$ cat config.mk
export PLATFORM = sky130hd
export DESIGN_NAME = restriction_site_digest
export DESIGN_NICKNAME = d
export VERILOG_FILES = /design/src/rsd_pkg.sv /design/src/rsd_cell.sv /design/src/rsd_obuf.sv /design/src/restriction_site_digest.sv
export SDC_FILE = /design/constraint.sdc
export NUM_CORES = 1
export LEC_CHECK = 0
export BUFFER_PORTS_ARGS = -buffer_cell sky130_fd_sc_hd__buf_2
export CAP_MARGIN = 20
export CELL_PAD_IN_SITES_DETAIL_PLACEMENT = 1
export CELL_PAD_IN_SITES_GLOBAL_PLACEMENT = 1
export CORE_MARGIN = 1
export CORE_UTILIZATION = 48
export DETAILED_ROUTE_END_ITERATION = 16
export PLACE_DENSITY_LB_ADDON = 0.1
export SLEW_MARGIN = 20
export SYNTH_ARGS = -nofsm -noshare
export SYNTH_HDL_FRONTEND = slang
export SYNTH_HIERARCHICAL = 1
export SYNTH_SLANG_ARGS = --single-unit
$ cat constraint.sdc
create_clock -name clk -period 7.9 [get_ports clk]
set_clock_uncertainty 0.05 [all_clocks]
set_input_delay 1.185 -clock clk [delete_from_list [all_inputs] [get_ports clk]]
set_output_delay 1.185 -clock clk [all_outputs]
set_load 0.005 [all_outputs]
$ cat src/rsd_pkg.sv
// Shared types and constants for the restriction site digest block.
// No dependencies; imported by every module under src.
package rsd_pkg;

    localparam int LEN_W         = 5;   // wide enough for l5 + l3 and SITE_LEN
    localparam int RUN_W         = 4;
    localparam int PATTERN_BASES = 12;
    localparam int SITE_REGS     = 4;
    localparam int COUNT_W       = 3;
    localparam int CFG_IDX_W     = 3;
    localparam int L5_LSB        = 24;
    localparam int L3_LSB        = 28;

    localparam logic [RUN_W-1:0] RUN_MAX = 4'd15;

    // register indexes on the configuration port
    localparam logic [CFG_IDX_W-1:0] CFG_SITE_COUNT = 3'd0;
    localparam logic [CFG_IDX_W-1:0] CFG_SITE_ONE   = 3'd1;
    localparam logic [CFG_IDX_W-1:0] CFG_SITE_TWO   = 3'd2;
    localparam logic [CFG_IDX_W-1:0] CFG_SITE_THREE = 3'd3;
    localparam logic [CFG_IDX_W-1:0] CFG_SITE_FOUR  = 3'd4;

    typedef struct packed {
        logic [1:0] base;
        logic       unk;
        logic       cut;
        logic       last;
    } pay_t;

    typedef struct packed {
        pay_t pay;
        logic valid;
    } slot_t;

    typedef struct packed {
        logic [1:0] base;
        logic       unk;
        logic       frag_end;
        logic       seq_end;
        logic       run_end;
    } res_t;

endpackage

$ cat src/rsd_cell.sv
// One digest stage: a SITE_LEN deep window of bases with its site matcher.
// Depends on rsd_pkg.
module rsd_cell
    import rsd_pkg::*;
#(
    parameter int SITE_LEN = 12
)
(
    input  logic        clk,
    input  logic        rst_n,
    input  logic        adv,
    input  logic        clr,
    input  logic [31:0] site,
    input  slot_t       in_slot,
    output slot_t       out_slot
);

    pay_t               win_reg [SITE_LEN];
    logic [SITE_LEN-1:0] vld_reg;
    logic [RUN_W-1:0]   run_reg;
    logic [RUN_W-1:0]   run_next;

    slot_t              tmp  [SITE_LEN+1];
    slot_t              mark [SITE_LEN+1];
    logic [3:0]         l5;
    logic [3:0]         l3;
    logic [LEN_W-1:0]   len;
    logic [RUN_W-1:0]   run_inc;
    logic               enabled;
    logic               match_ok;
    logic               hit;
    logic [15:0][1:0]   pat;
    logic [3:0]         pidx;

    assign l5  = site[L5_LSB +: 4];
    assign l3  = site[L3_LSB +: 4];
    assign len = {1'b0, l5} + {1'b0, l3};
    assign pat = {8'b0, site[23:0]};
    assign enabled = (len != '0) && (len <= LEN_W'(PATTERN_BASES))
                     && (len <= LEN_W'(SITE_LEN));
    assign run_inc = (run_reg == RUN_MAX) ? RUN_MAX : run_reg + 1'b1;

    always_comb
    begin
        tmp[0] = in_slot;
        for (int i = 0; i < SITE_LEN; i++)
        begin
            tmp[i+1].pay   = win_reg[i];
            tmp[i+1].valid = vld_reg[i];
        end
    end

    // newest base sits at tmp[0] and must equal the 3' end of the site
    always_comb
    begin
        match_ok = 1'b1;
        pidx     = '0;
        for (int i = 0; i < SITE_LEN; i++)
        begin
            if (LEN_W'(i) < len)
            begin
                pidx = 4'(len - LEN_W'(1) - LEN_W'(i));
                if (tmp[i].pay.unk || (tmp[i].pay.base != pat[pidx]))
                begin
                    match_ok = 1'b0;
                end
            end
        end
    end

    assign hit = in_slot.valid && enabled && ({1'b0, run_inc} >= len) && match_ok;

    // place the cut l3 bases back from the newest one
    always_comb
    begin
        for (int i = 0; i <= SITE_LEN; i++)
        begin
            mark[i] = tmp[i];
            if (hit && ({1'b0, l3} == LEN_W'(i)) && tmp[i].valid)
            begin
                mark[i].pay.cut = 1'b1;
            end
        end
    end

    assign out_slot = mark[SITE_LEN];

    always_comb
    begin
        if (!in_slot.valid || hit || in_slot.pay.cut)
        begin
            run_next = '0;
        end
        else
        begin
            run_next = run_inc;
        end
    end

    always_ff @(posedge clk or negedge rst_n)
    begin
        if (!rst_n)
        begin
            vld_reg <= '0;
            run_reg <= '0;
        end
        else if (clr)
        begin
            vld_reg <= '0;
            run_reg <= '0;
        end
        else if (adv)
        begin
            for (int i = 0; i < SITE_LEN; i++)
            begin
                vld_reg[i] <= mark[i].valid;
            end
            run_reg <= run_next;
        end
    end

    always_ff @(posedge clk)
    begin
        if (adv)
        begin
            for (int i = 0; i < SITE_LEN; i++)
            begin
                win_reg[i] <= mark[i].pay;
            end
        end
    end

endmodule

$ cat src/rsd_obuf.sv
// Two-entry output buffer that decouples the stage chain from the receiver.
// Depends on rsd_pkg.
module rsd_obuf
    import rsd_pkg::*;
(
    input  logic       clk,
    input  logic       rst_n,
    input  logic       push,
    input  res_t       push_data,
    output logic       space,
    output logic       m_axis_tvalid,
    input  logic       m_axis_tready,
    output logic [7:0] m_axis_tdata,   // [1:0] out_base, [2] out_unknown, [3] fragment_end
    output logic       m_axis_tlast,   // sequence_end
    output logic       m_axis_tuser    // run_end
);

    res_t       e0_reg;
    res_t       e1_reg;
    logic [1:0] cnt_reg;
    logic       pop;

    assign pop           = m_axis_tvalid && m_axis_tready;
    assign space         = (cnt_reg != 2'd2);
    assign m_axis_tvalid = (cnt_reg != 2'd0);
    assign m_axis_tdata  = {4'b0, e0_reg.frag_end, e0_reg.unk, e0_reg.base};
    assign m_axis_tlast  = e0_reg.seq_end;
    assign m_axis_tuser  = e0_reg.run_end;

    always_ff @(posedge clk or negedge rst_n)
    begin
        if (!rst_n)
        begin
            cnt_reg <= '0;
        end
        else if (push && !pop)
        begin
            cnt_reg <= cnt_reg + 2'd1;
        end
        else if (pop && !push)
        begin
            cnt_reg <= cnt_reg - 2'd1;
        end
    end

    always_ff @(posedge clk)
    begin
        if (pop)
        begin
            e0_reg <= (push && cnt_reg == 2'd1) ? push_data : e1_reg;
            if (push)
            begin
                e1_reg <= push_data;
            end
        end
        else if (push)
        begin
            if (cnt_reg == 2'd0)
            begin
                e0_reg <= push_data;
            end
            else
            begin
                e1_reg <= push_data;
            end
        end
    end

endmodule

$ cat src/restriction_site_digest.sv
// Restriction site digest: cuts a base stream at up to four recognition sites.
// Depends on rsd_pkg, rsd_cell and rsd_obuf.
//
// Input stream s_axis carries one base per item (code and unknown flag in
// tdata, end of sequence in tlast). Output stream m_axis returns the same
// bases in order, tdata adding fragment_end, tlast marking the sequence's
// final base and tuser the last result caused by one input item.
// The cfg channel writes site_count (index 0) and the four site words
// (indexes 1 to 4); any write to those discards bases in flight.
// With N sites in use a base leaves the chain N*SITE_LEN items after it entered,
// then, as with none, passes through the output buffer register. Throughput is
// one base per cycle, but for flushes and a full output buffer: every stage
// shifts and matches in the same cycle. With sites in use, a base with tlast set
// starts a flush, one stage slot per cycle while the buffer has room, until that
// base leaves the chain; s_axis_tready stays low meanwhile. A stalled receiver
// fills the two-entry output buffer, then stops the stage chain and s_axis_tready;
// nothing is lost. Reset empties stages and buffer and zeroes the cfg registers.
module restriction_site_digest
    import rsd_pkg::*;
#(
    parameter int SITES    = 4,
    parameter int SITE_LEN = 12
)
(
    input  logic                 clk,
    input  logic                 rst_n,
    input  logic                 s_axis_tvalid,
    output logic                 s_axis_tready,
    input  logic [7:0]           s_axis_tdata,   // [1:0] base_code, [2] is_unknown
    input  logic                 s_axis_tlast,   // seq_last
    output logic                 m_axis_tvalid,
    input  logic                 m_axis_tready,
    output logic [7:0]           m_axis_tdata,   // [1:0] out_base, [2] out_unknown, [3] fragment_end
    output logic                 m_axis_tlast,   // sequence_end
    output logic                 m_axis_tuser,   // run_end
    input  logic                 cfg_valid,
    output logic                 cfg_ready,
    input  logic [CFG_IDX_W-1:0] cfg_index,
    input  logic [31:0]          cfg_data
);

    localparam int NCELL = (SITES < SITE_REGS) ? SITES : SITE_REGS;

    typedef enum logic [1:0] {
        ST_RUN   = 2'b01,
        ST_FLUSH = 2'b10
    } state_t;

    state_t             state_reg;
    state_t             state_next;
    logic [COUNT_W-1:0] count_reg;
    logic [31:0]        site_reg [SITE_REGS];
    logic [COUNT_W-1:0] active;
    logic               cfg_hit;
    logic               accept;
    logic               adv;
    logic               space;
    slot_t              in_slot;
    slot_t              chain [NCELL+1];
    slot_t              emit;
    res_t               res;

    assign cfg_ready = 1'b1;
    assign cfg_hit   = cfg_valid && cfg_ready && (cfg_index <= CFG_SITE_FOUR);

    always_ff @(posedge clk or negedge rst_n)
    begin
        if (!rst_n)
        begin
            count_reg <= '0;
            for (int i = 0; i < SITE_REGS; i++)
            begin
                site_reg[i] <= '0;
            end
        end
        else if (cfg_valid && cfg_ready)
        begin
            case (cfg_index)
                CFG_SITE_COUNT: count_reg   <= cfg_data[COUNT_W-1:0];
                CFG_SITE_ONE:   site_reg[0] <= cfg_data;
                CFG_SITE_TWO:   site_reg[1] <= cfg_data;
                CFG_SITE_THREE: site_reg[2] <= cfg_data;
                CFG_SITE_FOUR:  site_reg[3] <= cfg_data;
                default:        ;
            endcase
        end
    end

    assign active = (count_reg > COUNT_W'(NCELL)) ? COUNT_W'(NCELL) : count_reg;

    assign s_axis_tready = (state_reg == ST_RUN) && space;
    assign accept        = s_axis_tvalid && s_axis_tready;
    assign adv           = accept || ((state_reg == ST_FLUSH) && space);

    always_comb
    begin
        in_slot.pay.base = s_axis_tdata[1:0];
        in_slot.pay.unk  = s_axis_tdata[2];
        in_slot.pay.cut  = 1'b0;
        in_slot.pay.last = s_axis_tlast;
        in_slot.valid    = 1'b1;
    end

    // feed bubbles while flushing
    assign chain[0] = (state_reg == ST_FLUSH) ? '0 : in_slot;

    for (genvar k = 0; k < NCELL; k++)
    begin : g_cell
        rsd_cell #(
            .SITE_LEN (SITE_LEN)
        ) u_cell (
            .clk      (clk),
            .rst_n    (rst_n),
            .adv      (adv),
            .clr      (cfg_hit),
            .site     (site_reg[k]),
            .in_slot  (chain[k]),
            .out_slot (chain[k+1])
        );
    end

    // tap the chain after the last stage in use
    always_comb
    begin
        emit = chain[0];
        for (int k = 1; k <= NCELL; k++)
        begin
            if (active == COUNT_W'(k))
            begin
                emit = chain[k];
            end
        end
    end

    always_comb
    begin
        res.base     = emit.pay.base;
        res.unk      = emit.pay.unk;
        res.frag_end = emit.pay.cut;
        res.seq_end  = emit.pay.last;
        res.run_end  = emit.pay.last || (accept && !s_axis_tlast);
    end

    always_comb
    begin
        state_next = state_reg;
        case (state_reg)
            ST_RUN:
            begin
                if (accept && s_axis_tlast && (active != '0))
                begin
                    state_next = ST_FLUSH;
                end
            end
            ST_FLUSH:
            begin
                if (adv && emit.valid && emit.pay.last)
                begin
                    state_next = ST_RUN;
                end
            end
            default: state_next = ST_RUN;
        endcase
        if (cfg_hit)
        begin
            state_next = ST_RUN;
        end
    end

    always_ff @(posedge clk or negedge rst_n)
    begin
        if (!rst_n)
        begin
            state_reg <= ST_RUN;
        end
        else
        begin
            state_reg <= state_next;
        end
    end

    rsd_obuf u_obuf (
        .clk           (clk),
        .rst_n         (rst_n),
        .push          (adv && emit.valid),
        .push_data     (res),
        .space         (space),
        .m_axis_tvalid (m_axis_tvalid),
        .m_axis_tready (m_axis_tready),
        .m_axis_tdata  (m_axis_tdata),
        .m_axis_tlast  (m_axis_tlast),
        .m_axis_tuser  (m_axis_tuser)
    );

`ifndef SYNTHESIS
    a_no_input_in_flush: assert property (@(posedge clk) disable iff (!rst_n)
        (state_reg == ST_FLUSH) |-> !s_axis_tready)
        else $error("input taken during flush");

    a_passthrough_next: assert property (@(posedge clk) disable iff (!rst_n)
        (accept && (active == '0)) |=> m_axis_tvalid)
        else $error("zero-site item not delivered next cycle");

    a_last_only_in_flush: assert property (@(posedge clk) disable iff (!rst_n)
        ((state_reg == ST_RUN) && (active != '0) && emit.valid) |-> !emit.pay.last)
        else $error("sequence end left the chain outside a flush");
`endif

endmodule

Word level (Yosys, flattened, before mapping):

Memories as Yosys holds them, arrays and structs flattened.
Index checks and enable logic that the tools add are counted.

* register bits after elaboration: 211
* bits in latches: 0
* bits in writable memories: 240
* ROM bits: 0
* input bits: 49
* output and inout bits: 13
* memories kept: 4

* $add $sub $neg: 58
* multipliers: 0
* div/mod/pow operators: 0
* $lt $le $gt $ge: 106
* eq/ne operators: 115
* shift-type cells: 0
* multiplexer cells: 290
* bitwise operators: 0
* reductions and logical operators: 226

Memory list
* g_cell[0].u_cell.win_reg: words 12, width 5, read ports 12, clocked after memory_dff 0, wr ports 12, RTL line rsd_cell.sv:18 `pay_t win_reg [SITE_LEN];`
* g_cell[1].u_cell.win_reg: words 12, width 5, read ports 12, clocked after memory_dff 0, wr ports 12, RTL line rsd_cell.sv:18
* g_cell[2].u_cell.win_reg: words 12, width 5, read ports 12, clocked after memory_dff 0, wr ports 12, RTL line rsd_cell.sv:18
* g_cell[3].u_cell.win_reg: words 12, width 5, read ports 12, clocked after memory_dff 0, wr ports 12, RTL line rsd_cell.sv:18

Operator list (count)
* binary-select mux 2 bit (select 4 bit): 48
* < comparator 4 x 5 -> 1 bit, second input constant: 48
* two-way mux 1 bit: 150
* logical AND 1 bit: 137
* two-way mux 2 bit: 53
* equality test 4 bit, second input constant: 24
* two-way mux 12 bit: 8
* inequality test 2 bit: 48
* < comparator 3 x 5 -> 1 bit, first input constant: 16
* < comparator 4 x 5 -> 1 bit, first input constant: 16
* two-way mux 6 bit: 13
* equality test 4 x 3 -> 1 bit, second input constant: 16
* two-way mux 4 bit: 16
* subtractor 4 x 3 -> 4 bit, second input constant: 16
* subtractor 4 bit, second input constant: 16
* logical OR 1 bit: 58
* < comparator 1 x 5 -> 1 bit, first input constant: 8
* < comparator 2 x 5 -> 1 bit, first input constant: 8
* equality test 4 x 2 -> 1 bit, second input constant: 8
* subtractor 4 x 1 -> 4 bit, second input constant: 8
* subtractor 4 x 2 -> 4 bit, second input constant: 8
* adder 4 x 4 -> 5 bit: 4
* greater-or-equal comparator 4 x 5 -> 1 bit: 4
* less-or-equal comparator 5 x 4 -> 1 bit, second input constant: 4
* 24 further kinds: 60

Logic depth before layout (Yosys ltp):

Gate-level depths: netlist of the first run.

* depth in word-level cells: 43
* mapped depth: 25
* gate-level depth less buffers: 22

Modules after synthesis:

Netlist of the first run, hierarchy kept.

By module, submodules not included
* rsd_cell (g_cell[0].u_cell ...): times used 3, cells an instance 443, area an instance 5236.3 µm², sequential area each 2202.1 µm²
* restriction_site_digest: times used 1, cells an instance 355, area an instance 5332.6 µm², sequential area each 3329.4 µm²
* rsd_cell (g_cell[3].u_cell): times used 1, cells an instance 394, area an instance 4988.5 µm², sequential area each 2202.1 µm²
* rsd_obuf: times used 1, cells an instance 42, area an instance 670.6 µm², sequential area each 410.4 µm²

Least setup slack after synthesis of the first run:

Ideal clock, no wire load.

* kind: input to register
* from: input s_axis_tvalid
* to: register g_cell[0].u_cell.vld_reg[0]
* arrival: 7582 ps
* setup slack: 136 ps
* stages: 6
* path buffers: 2
* cells stage by stage: nand2_1 -> nand2_1 -> clkbuf_1 -> buf_1 -> mux2i_1 -> nor2_1

* word-level cells in the longest chain between the ends: 3

RTL lines
* start: declaration: RTL line restriction_site_digest.sv:27 `input logic s_axis_tvalid,`
* logical AND 1 bit: RTL line restriction_site_digest.sv:92 `assign accept = s_axis_tvalid && s_axis_tready;`
* logical OR 1 bit: RTL line restriction_site_digest.sv:93 `assign adv = accept || ((state_reg == ST_FLUSH) && space);`
* net adv: RTL line restriction_site_digest.sv:56 `logic adv;`
* nonzero test 2 bit (no line)
* end signal: indexed assignment: RTL line rsd_cell.sv:116 `vld_reg[i] <= mark[i].valid;`
* end: declaration: RTL line rsd_cell.sv:19 `logic [SITE_LEN-1:0] vld_reg;`

The timed path passes the listed nets, and every way through them passes these cells.
A chain may end at the register's enable or synchronous reset.

==> reports/results.tsv, run 1 <==
stage	metric	value	unit
route	antenna viol nets, final	0	
finish	fin nets	2296	
finish	highest-count cells in the layout ignoring fill and taps	252 x edfxtp_1, 204 x mux2i_1, 198 x dfrtp_1	
floorplan	# IOs	62	
finish	Largest register FFs	240	
timing	max_slew headroom	25.76	%
critical_path	worst-path maximum fanout	17	
timing	setup TNS	0	ns
synth	share of the synthesized area in the top cell type	28.34	%
floorplan	die footprint	56570	um2
floorplan	die width	237.9	um
clock_tree	Setup Buffers After CTS	0	
timing	Max Fclk	0.1370	GHz
global_route	largest net degree at the start of global routing	127	
clock_tree	# resized after CTS	0	
global_route	initial antenna violation count	6	
finish	share of layout cells above drive strength 1	22.98	%
critical_path	worst path required time	8.32	ns
job	max-cap violations	0	
clock_tree	Clk Latency, worst-skew pair	0.62	ns
route	drt drc	0	
clock_tree	TritonCTS clock tree	yes	
global_route	first-pass GRT wire length	114100	um
floorplan	Initial Util	48.56	%
finish	Antenna Cells	0	
timing	final worst path period share	92.38	%
synth	Yosys top cell by area	edfxtp_1	
timing	RSZ-0062 raised after global routing	no	
critical_path	critical path cell sequence	ha_1 > inv_1 > fa_1 > xor2_1 > inv_2 > xnor2_4 > ha_1 > inv_1 > o21ai_1 > nor3_1 > mux2_2 > nor4_1 > nand4b_1 > a211oi_1 > a21oi_1 > or4_1 > o41ai_2 > buf_4 > mux2_2 > a21oi_1 > o21ai_0 > mux2_4	
global_route	Tot GR Track Use	26.59	%
critical_path	critical path's slowest cell	or4_1	
clock_tree	cts bufs inserted	51	
status	status	finished clean	
floorplan	Core ar.	54990	um2
synth	synth warn	6	
clock_tree	TritonCTS Sinks	451	
synth	Synth Area per Inst	12.59	um2
route	vias post-DR	17835	
route	DR pass1 iterations	5	
finish	area grow syn2layout	9.180	%
clock_tree	Root Driver	clkbuf_16	
placed_design	port bufs	51	
synth	largest cells by area after synthesis	edfxtp_1 28%, dfrtp_1 19%, mux2i_1 7.6%, mux2_2 6.8%, mux4_2 5.9%	
clock_tree	CTS Hold Bufs	0	
placed_design	gpl congestion	0.9008	
timing	Slew @ Worst Pin	1.114	ns
synth	dominant synthesized flop cell	edfxtp_1	
synth	Post-synth EDFFs	252	
timing	minimum clock period	7.298	ns
route	drt wl/cell	25.22	um
timing	Max Slew Vio Count	0	
clock_tree	clock buffer depth	3	
placed_design	DP HPWL	53350	um
timing	final hold viol count	0	
critical_path	crit path capture type	flip-flop	
critical_path	worst path bufs/invs	4	
route	final WL	74290	um
synth	Mapped Area	26700	um2
finish	most common cell after layout, fill and taps aside	edfxtp_1	
synth	sequential fraction of the synthesis area	47.00	%
synth	Post-Syn Instances	2120	
global_route	number of global-route vias before repair	18731	
critical_path	slowest stage delay, CP	0.92	ns
route	vias per inst	6.054	
worst_hold_path	Hold Path Class	flip-flop to flip-flop	
synth	Synth cell types	91	
route	drt first-iter violations	1115	
timing	Final Setup Violations	0	
synth	Synth Register Bits	451	
critical_path	Critical Path AT	7.72	ns
clock_tree	CTS H-tree depth	2	
critical_path	crit start category	flip-flop	
global_route	GR Overflow Total	0	
synth	ys async rst share	44.12	%
critical_path	Setup CP Type	flip-flop to flip-flop	
floorplan	Std-Cell Rows	86	
critical_path	crit-path leading delay family	compound AO/OA/AOI/OAI gates	
floorplan	height of the die	237.9	um
clock_tree	clock slew at reported path FFs	0.05	ns
[area by class of cell]
type / count / area [um2]
Clock buffer: 82 / 1484
Clock inverter: 14 / 113.9
Fill cell: 5535 / 25830
Inverter: 67 / 259.0
Multi-Input combinational cell: 1496 / 13250
Sequential cell: 451 / 12550
Tap cell: 748 / 935.9
Timing Repair Buffer: 88 / 558.0
[worst paths after layout]
check                                                from                             end  slack, ns  cells past startpoint
max                                         site_reg[124]          u_obuf/m_axis_tdata[3]       0.60                     22
min                        g_cell[0].u_cell/win_reg[0][0]  g_cell[0].u_cell/win_reg[0][5]       0.37                      0
max reg2reg                                 site_reg[124]          u_obuf/m_axis_tdata[3]       0.60                     22
min reg2reg                g_cell[0].u_cell/win_reg[0][0]  g_cell[0].u_cell/win_reg[0][5]       0.37                      0
max in group asynchronous                           rst_n     g_cell[1].u_cell/vld_reg[5]       6.06                      2
min in group asynchronous                           rst_n               u_obuf/cnt_reg[1]       0.50                      1
[worst reg2reg max path: stages (launching register included)]
cell and delay, ns:
dfrtp_1 0.55, ha_1 0.24, inv_1 0.06, fa_1 0.41, xor2_1 0.67, inv_2 0.31
xnor2_4 0.43, ha_1 0.27, inv_1 0.05, o21ai_1 0.45, nor3_1 0.10, mux2_2 0.28
nor4_1 0.34, nand4b_1 0.21, a211oi_1 0.28, a21oi_1 0.07, or4_1 0.92, o41ai_2 0.35
buf_4 0.24, mux2_2 0.19, a21oi_1 0.07, o21ai_0 0.38, mux2_4 0.23
[synthesized netlist by cell type, types with 17 or more instances]
library cell and n:
mux2_2 162, nor3_1 39, mux4_2 70, nand3_1 74
clkbuf_1 30, nand2b_1 27, buf_2 23, dfrtp_1 198
xnor2_1 32, or3_1 17, edfxtp_1 252, nor2b_1 28
mux2i_1 204, ha_1 88, nor2_1 139, o21bai_2 30
xor2_1 58, nand4_1 47, buf_4 46, nand2_1 80
a21oi_1 48, o21ai_0 54, a211oi_1 17, inv_1 56
[stage by stage]
stage | setup slack (ns) | util [%] | instance area [um2] | hold slack, ns | std cells
finish | 0.6023 | 53.02 | 29150 | 0.3679 | 2946
global route | 0.1147 | 53.02 | 29150 | 0.3744 | 2946
CTS | 0.6482 | 53.01 | 29150 | 0.3696 | 2946
detailed placement | 0.6778 | 50.10 | 27550 | 0.3561 | 2850
global placement | 0.8181 | 50.10 | 27550 | 0.3524 | 2850
floorplan | 0.1358 | - | 26720 | 0.3503 | 2125
[per-layer routing]
layer  wire length, um  global-route usage (%)
met5                38                       0
met4              2852                   10.65
met2             34350                   41.98
met1             33340                   36.72
met3              3712                   4.234
[kinds of logic after synthesis]
| kind of cell | after synthesis | synth area share [%] |
|---|---|---|
| AOI/OAI and AO/OA | 309 | 8.946 |
| and+or+nand+nor | 524 | 10.11 |
| xor gates and xnor gates | 114 | 4.930 |
| DFF | 451 | 47.00 |
| adders and majority gates | 92 | 4.424 |
| other | 3 | 0.04217 |
| buffers and inverters | 178 | 3.519 |
| muxes | 449 | 21.03 |
Power of run 1 is left out: the tool's default activity adds up to more than one toggle a clock period on the data nets, which glitch-free logic cannot reach.
==> inputs of run 2 (changes only) <==
- CORE_UTILIZATION: 48 -> 52
- clock period: 7.9 -> 8.8 ns (I/O delays scaled with it)
==> run 2 against run 1 <==
Against the previous run:
- routed wire length fell by 1.3%
- first-iteration DRC count up 14%
- highest routed layer is now met4
- maximum frequency fell by 0.49%
- global-route usage up 1.9 points
- count of clock-buffer cells in the layout fell by 18
- design area hardly changed
- critical path depth shrank 1
- sequential cell count did not move
- non-clock buffer count decreased by 8
- sequential share of layout area hardly changed
- core utilization grew 4.8 points
- register-to-register slack better by 0.86 ns
==> reports/results.tsv, run 2 (synthesis results as in run 1) <==
stage	metric	value	unit
critical_path	Stages on worst setup path	21	
finish	highest-count cells in the layout ignoring fill and taps	252 x edfxtp_1, 204 x mux2i_1, 198 x dfrtp_1	
timing	minimum clock period	7.334	ns
clock_tree	CTS H-tree depth	2	
critical_path	Crit Reg-Reg Startpoint	site_reg[93]	
clock_tree	clock slew at reported path FFs	0.06	ns
critical_path	Setup CP Type	flip-flop to flip-flop	
critical_path	crit-path leading delay family	compound AO/OA/AOI/OAI gates	
timing	Slew @ Worst Pin	1.081	ns
global_route	first-pass GRT wire length	114500	um
timing	final worst path period share	83.34	%
timing	max_slew headroom	27.15	%
clock_tree	# resized after CTS	0	
clock_tree	cts bufs inserted	52	
critical_path	worst path required time	9.22	ns
route	vias per inst	6.283	
critical_path	crit start category	flip-flop	
clock_tree	CTS Hold Bufs	0	
floorplan	Core ar.	50380	um2
floorplan	# IOs	62	
floorplan	die width	228.6	um
critical_path	worst reg2reg setup slack	1.47	ns
timing	Final WS setup	1.466	ns
critical_path	crit path capture type	flip-flop	
critical_path	critical path's slowest cell	o41ai_2	
placed_design	DP HPWL	52740	um
finish	fin nets	2289	
critical_path	slowest stage delay, CP	0.87	ns
route	DR pass1 iterations	5	
placed_design	Placed Cells	2765	
floorplan	die footprint	52260	um2
clock_tree	clock buffer depth	3	
finish	Finished Layout Cells	2863	
clock_tree	Root Driver	clkbuf_16	
clock_tree	Clk Latency, worst-skew pair	0.61	ns
placed_design	gpl congestion	0.9018	
timing	setup TNS	0	ns
critical_path	worst-path maximum fanout	18	
floorplan	height of the die	228.6	um
route	drt first-iter violations	1275	
timing	Final Setup Violations	0	
finish	area grow syn2layout	9.175	%
placed_design	port bufs	51	
timing	final hold viol count	0	
status	status	finished clean	
global_route	largest net degree at the start of global routing	119	
critical_path	critical path cell sequence	inv_1 > fa_1 > xor2_1 > buf_4 > ha_1 > a21boi_2 > xnor2_2 > xor2_2 > xnor2_1 > nor2_1 > a31oi_1 > a2111oi_0 > o221ai_1 > or4_1 > buf_4 > o41ai_2 > nand2_1 > nor2_1 > a21oi_1 > o21ai_0 > mux2_4	
timing	Max Slew Vio Count	0	
critical_path	Critical Path AT	7.75	ns
critical_path	Worst Setup EP	u_obuf/m_axis_tdata[3]	
worst_hold_path	Hold Path Class	flip-flop to flip-flop	
finish	most common cell after layout, fill and taps aside	edfxtp_1	
finish	share of layout cells above drive strength 1	23.20	%
critical_path	worst path bufs/invs	3	
floorplan	Std-Cell Rows	82	
critical_path	CP startpoint	site_reg[93]	
clock_tree	TritonCTS Sinks	451	
job	max-cap violations	0	
clock_tree	TritonCTS clock tree	yes	
finish	Largest register FFs	240	
global_route	Tot GR Track Use	28.45	%
global_route	number of global-route vias before repair	18604	
route	final WL	73300	um
route	vias post-DR	17988	
route	antenna viol nets, final	0	
route	drt wl/cell	25.60	um
timing	Max Fclk	0.1364	GHz
global_route	GR Overflow Total	0	
critical_path	Crit Reg-Reg Endpoint	u_obuf/m_axis_tdata[3]	
route	drt drc	0	
floorplan	Initial Util	53.00	%
finish	Filler cells	5033	
timing	RSZ-0062 raised after global routing	no	
placed_design	post-placement setup slack	1.528	ns
global_route	initial antenna violation count	5	
clock_tree	Setup Buffers After CTS	0	
critical_path	R2R depth	21	
## run 2: cell types whose count changed in the layout (fill, tap and decap cells not counted)
| cell | previous run | this run |
|---|---|---|
| buf_12 | 1 | 2 |
| clkinv_2 | 7 | 9 |
| clkbuf_16 | 52 | 53 |
| clkbuf_8 | 8 | 4 |
| clkbuf_1 | 23 | 8 |
| buf_6 | 1 | 0 |
| bufinv_16 | 1 | 6 |
| clkinvlp_4 | 1 | 7 |
| diode_2 | 0 | 1 |
| clkinv_4 | 0 | 1 |
| buf_4 | 35 | 27 |
| clkinv_1 | 2 | 6 |
## run 2: metal layers
layer  GRT usage [%]  part of all wire (%)  vias up
met5               0                     0        -
met4           8.054                   2.7        0
met3           3.755                   4.6      109
met2           46.69                    48      448
met1           39.63                    45     9350
li1                -                     -     8081
## run 2: cell type report
class | count | area (um2) | area share (%)
Multi-Input combinational cell | 1496 | 13250 | 45.46
Inverter | 67 | 259.0 | 0.8885
Antenna cell | 1 | 2.502 | 0.008584
Timing Repair Buffer | 80 | 506.7 | 1.738
Tap cell | 672 | 840.8 | 2.884
Sequential cell | 451 | 12550 | 43.05
Clock buffer | 64 | 1398 | 4.794
Clock inverter | 32 | 342.8 | 1.176
## run 2: worst register-to-register path, delay by kind of cell (launching register included)
kind | cells | cell delay, ns
flops | 1 | 0.56
simple gates | 4 | 0.96
fa+ha+maj | 2 | 0.70
compound gates | 7 | 2.26
xor+xnor | 4 | 1.70
buf+inv | 3 | 0.72
mux | 1 | 0.24
## run 2: how the worst min path moves through the flow
| stage | startpoint | end | slack [ns] | cells past startpoint |
|---|---|---|---|---|
| after floorplan | g_cell[0].u_cell/win_reg[0][5] | g_cell[0].u_cell/win_reg[0][10] | 0.35 | 0 |
| after global placement | g_cell[0].u_cell/win_reg[0][15] | g_cell[0].u_cell/win_reg[1][0] | 0.35 | 0 |
| after detailed placement | g_cell[1].u_cell/win_reg[0][0] | g_cell[1].u_cell/win_reg[0][5] | 0.36 | 0 |
| after CTS | g_cell[3].u_cell/win_reg[1][10] | g_cell[3].u_cell/win_reg[1][15] | 0.37 | 0 |
| after global routing | g_cell[1].u_cell/win_reg[0][0] | g_cell[1].u_cell/win_reg[0][5] | 0.37 | 0 |
| final | g_cell[3].u_cell/win_reg[1][10] | g_cell[3].u_cell/win_reg[1][15] | 0.37 | 0 |
## run 2: stage by stage
stage	utilization (%)	hold slack, ns	cell area (um2)
global route	57.87	0.3731	29150
detailed placement	54.37	0.3552	27390
CTS	57.82	0.3658	29130
floorplan	-	0.3503	26720
global placement	54.37	0.3509	27390
finish	57.87	0.3668	29150
Power of run 2 is left out for the same reason.
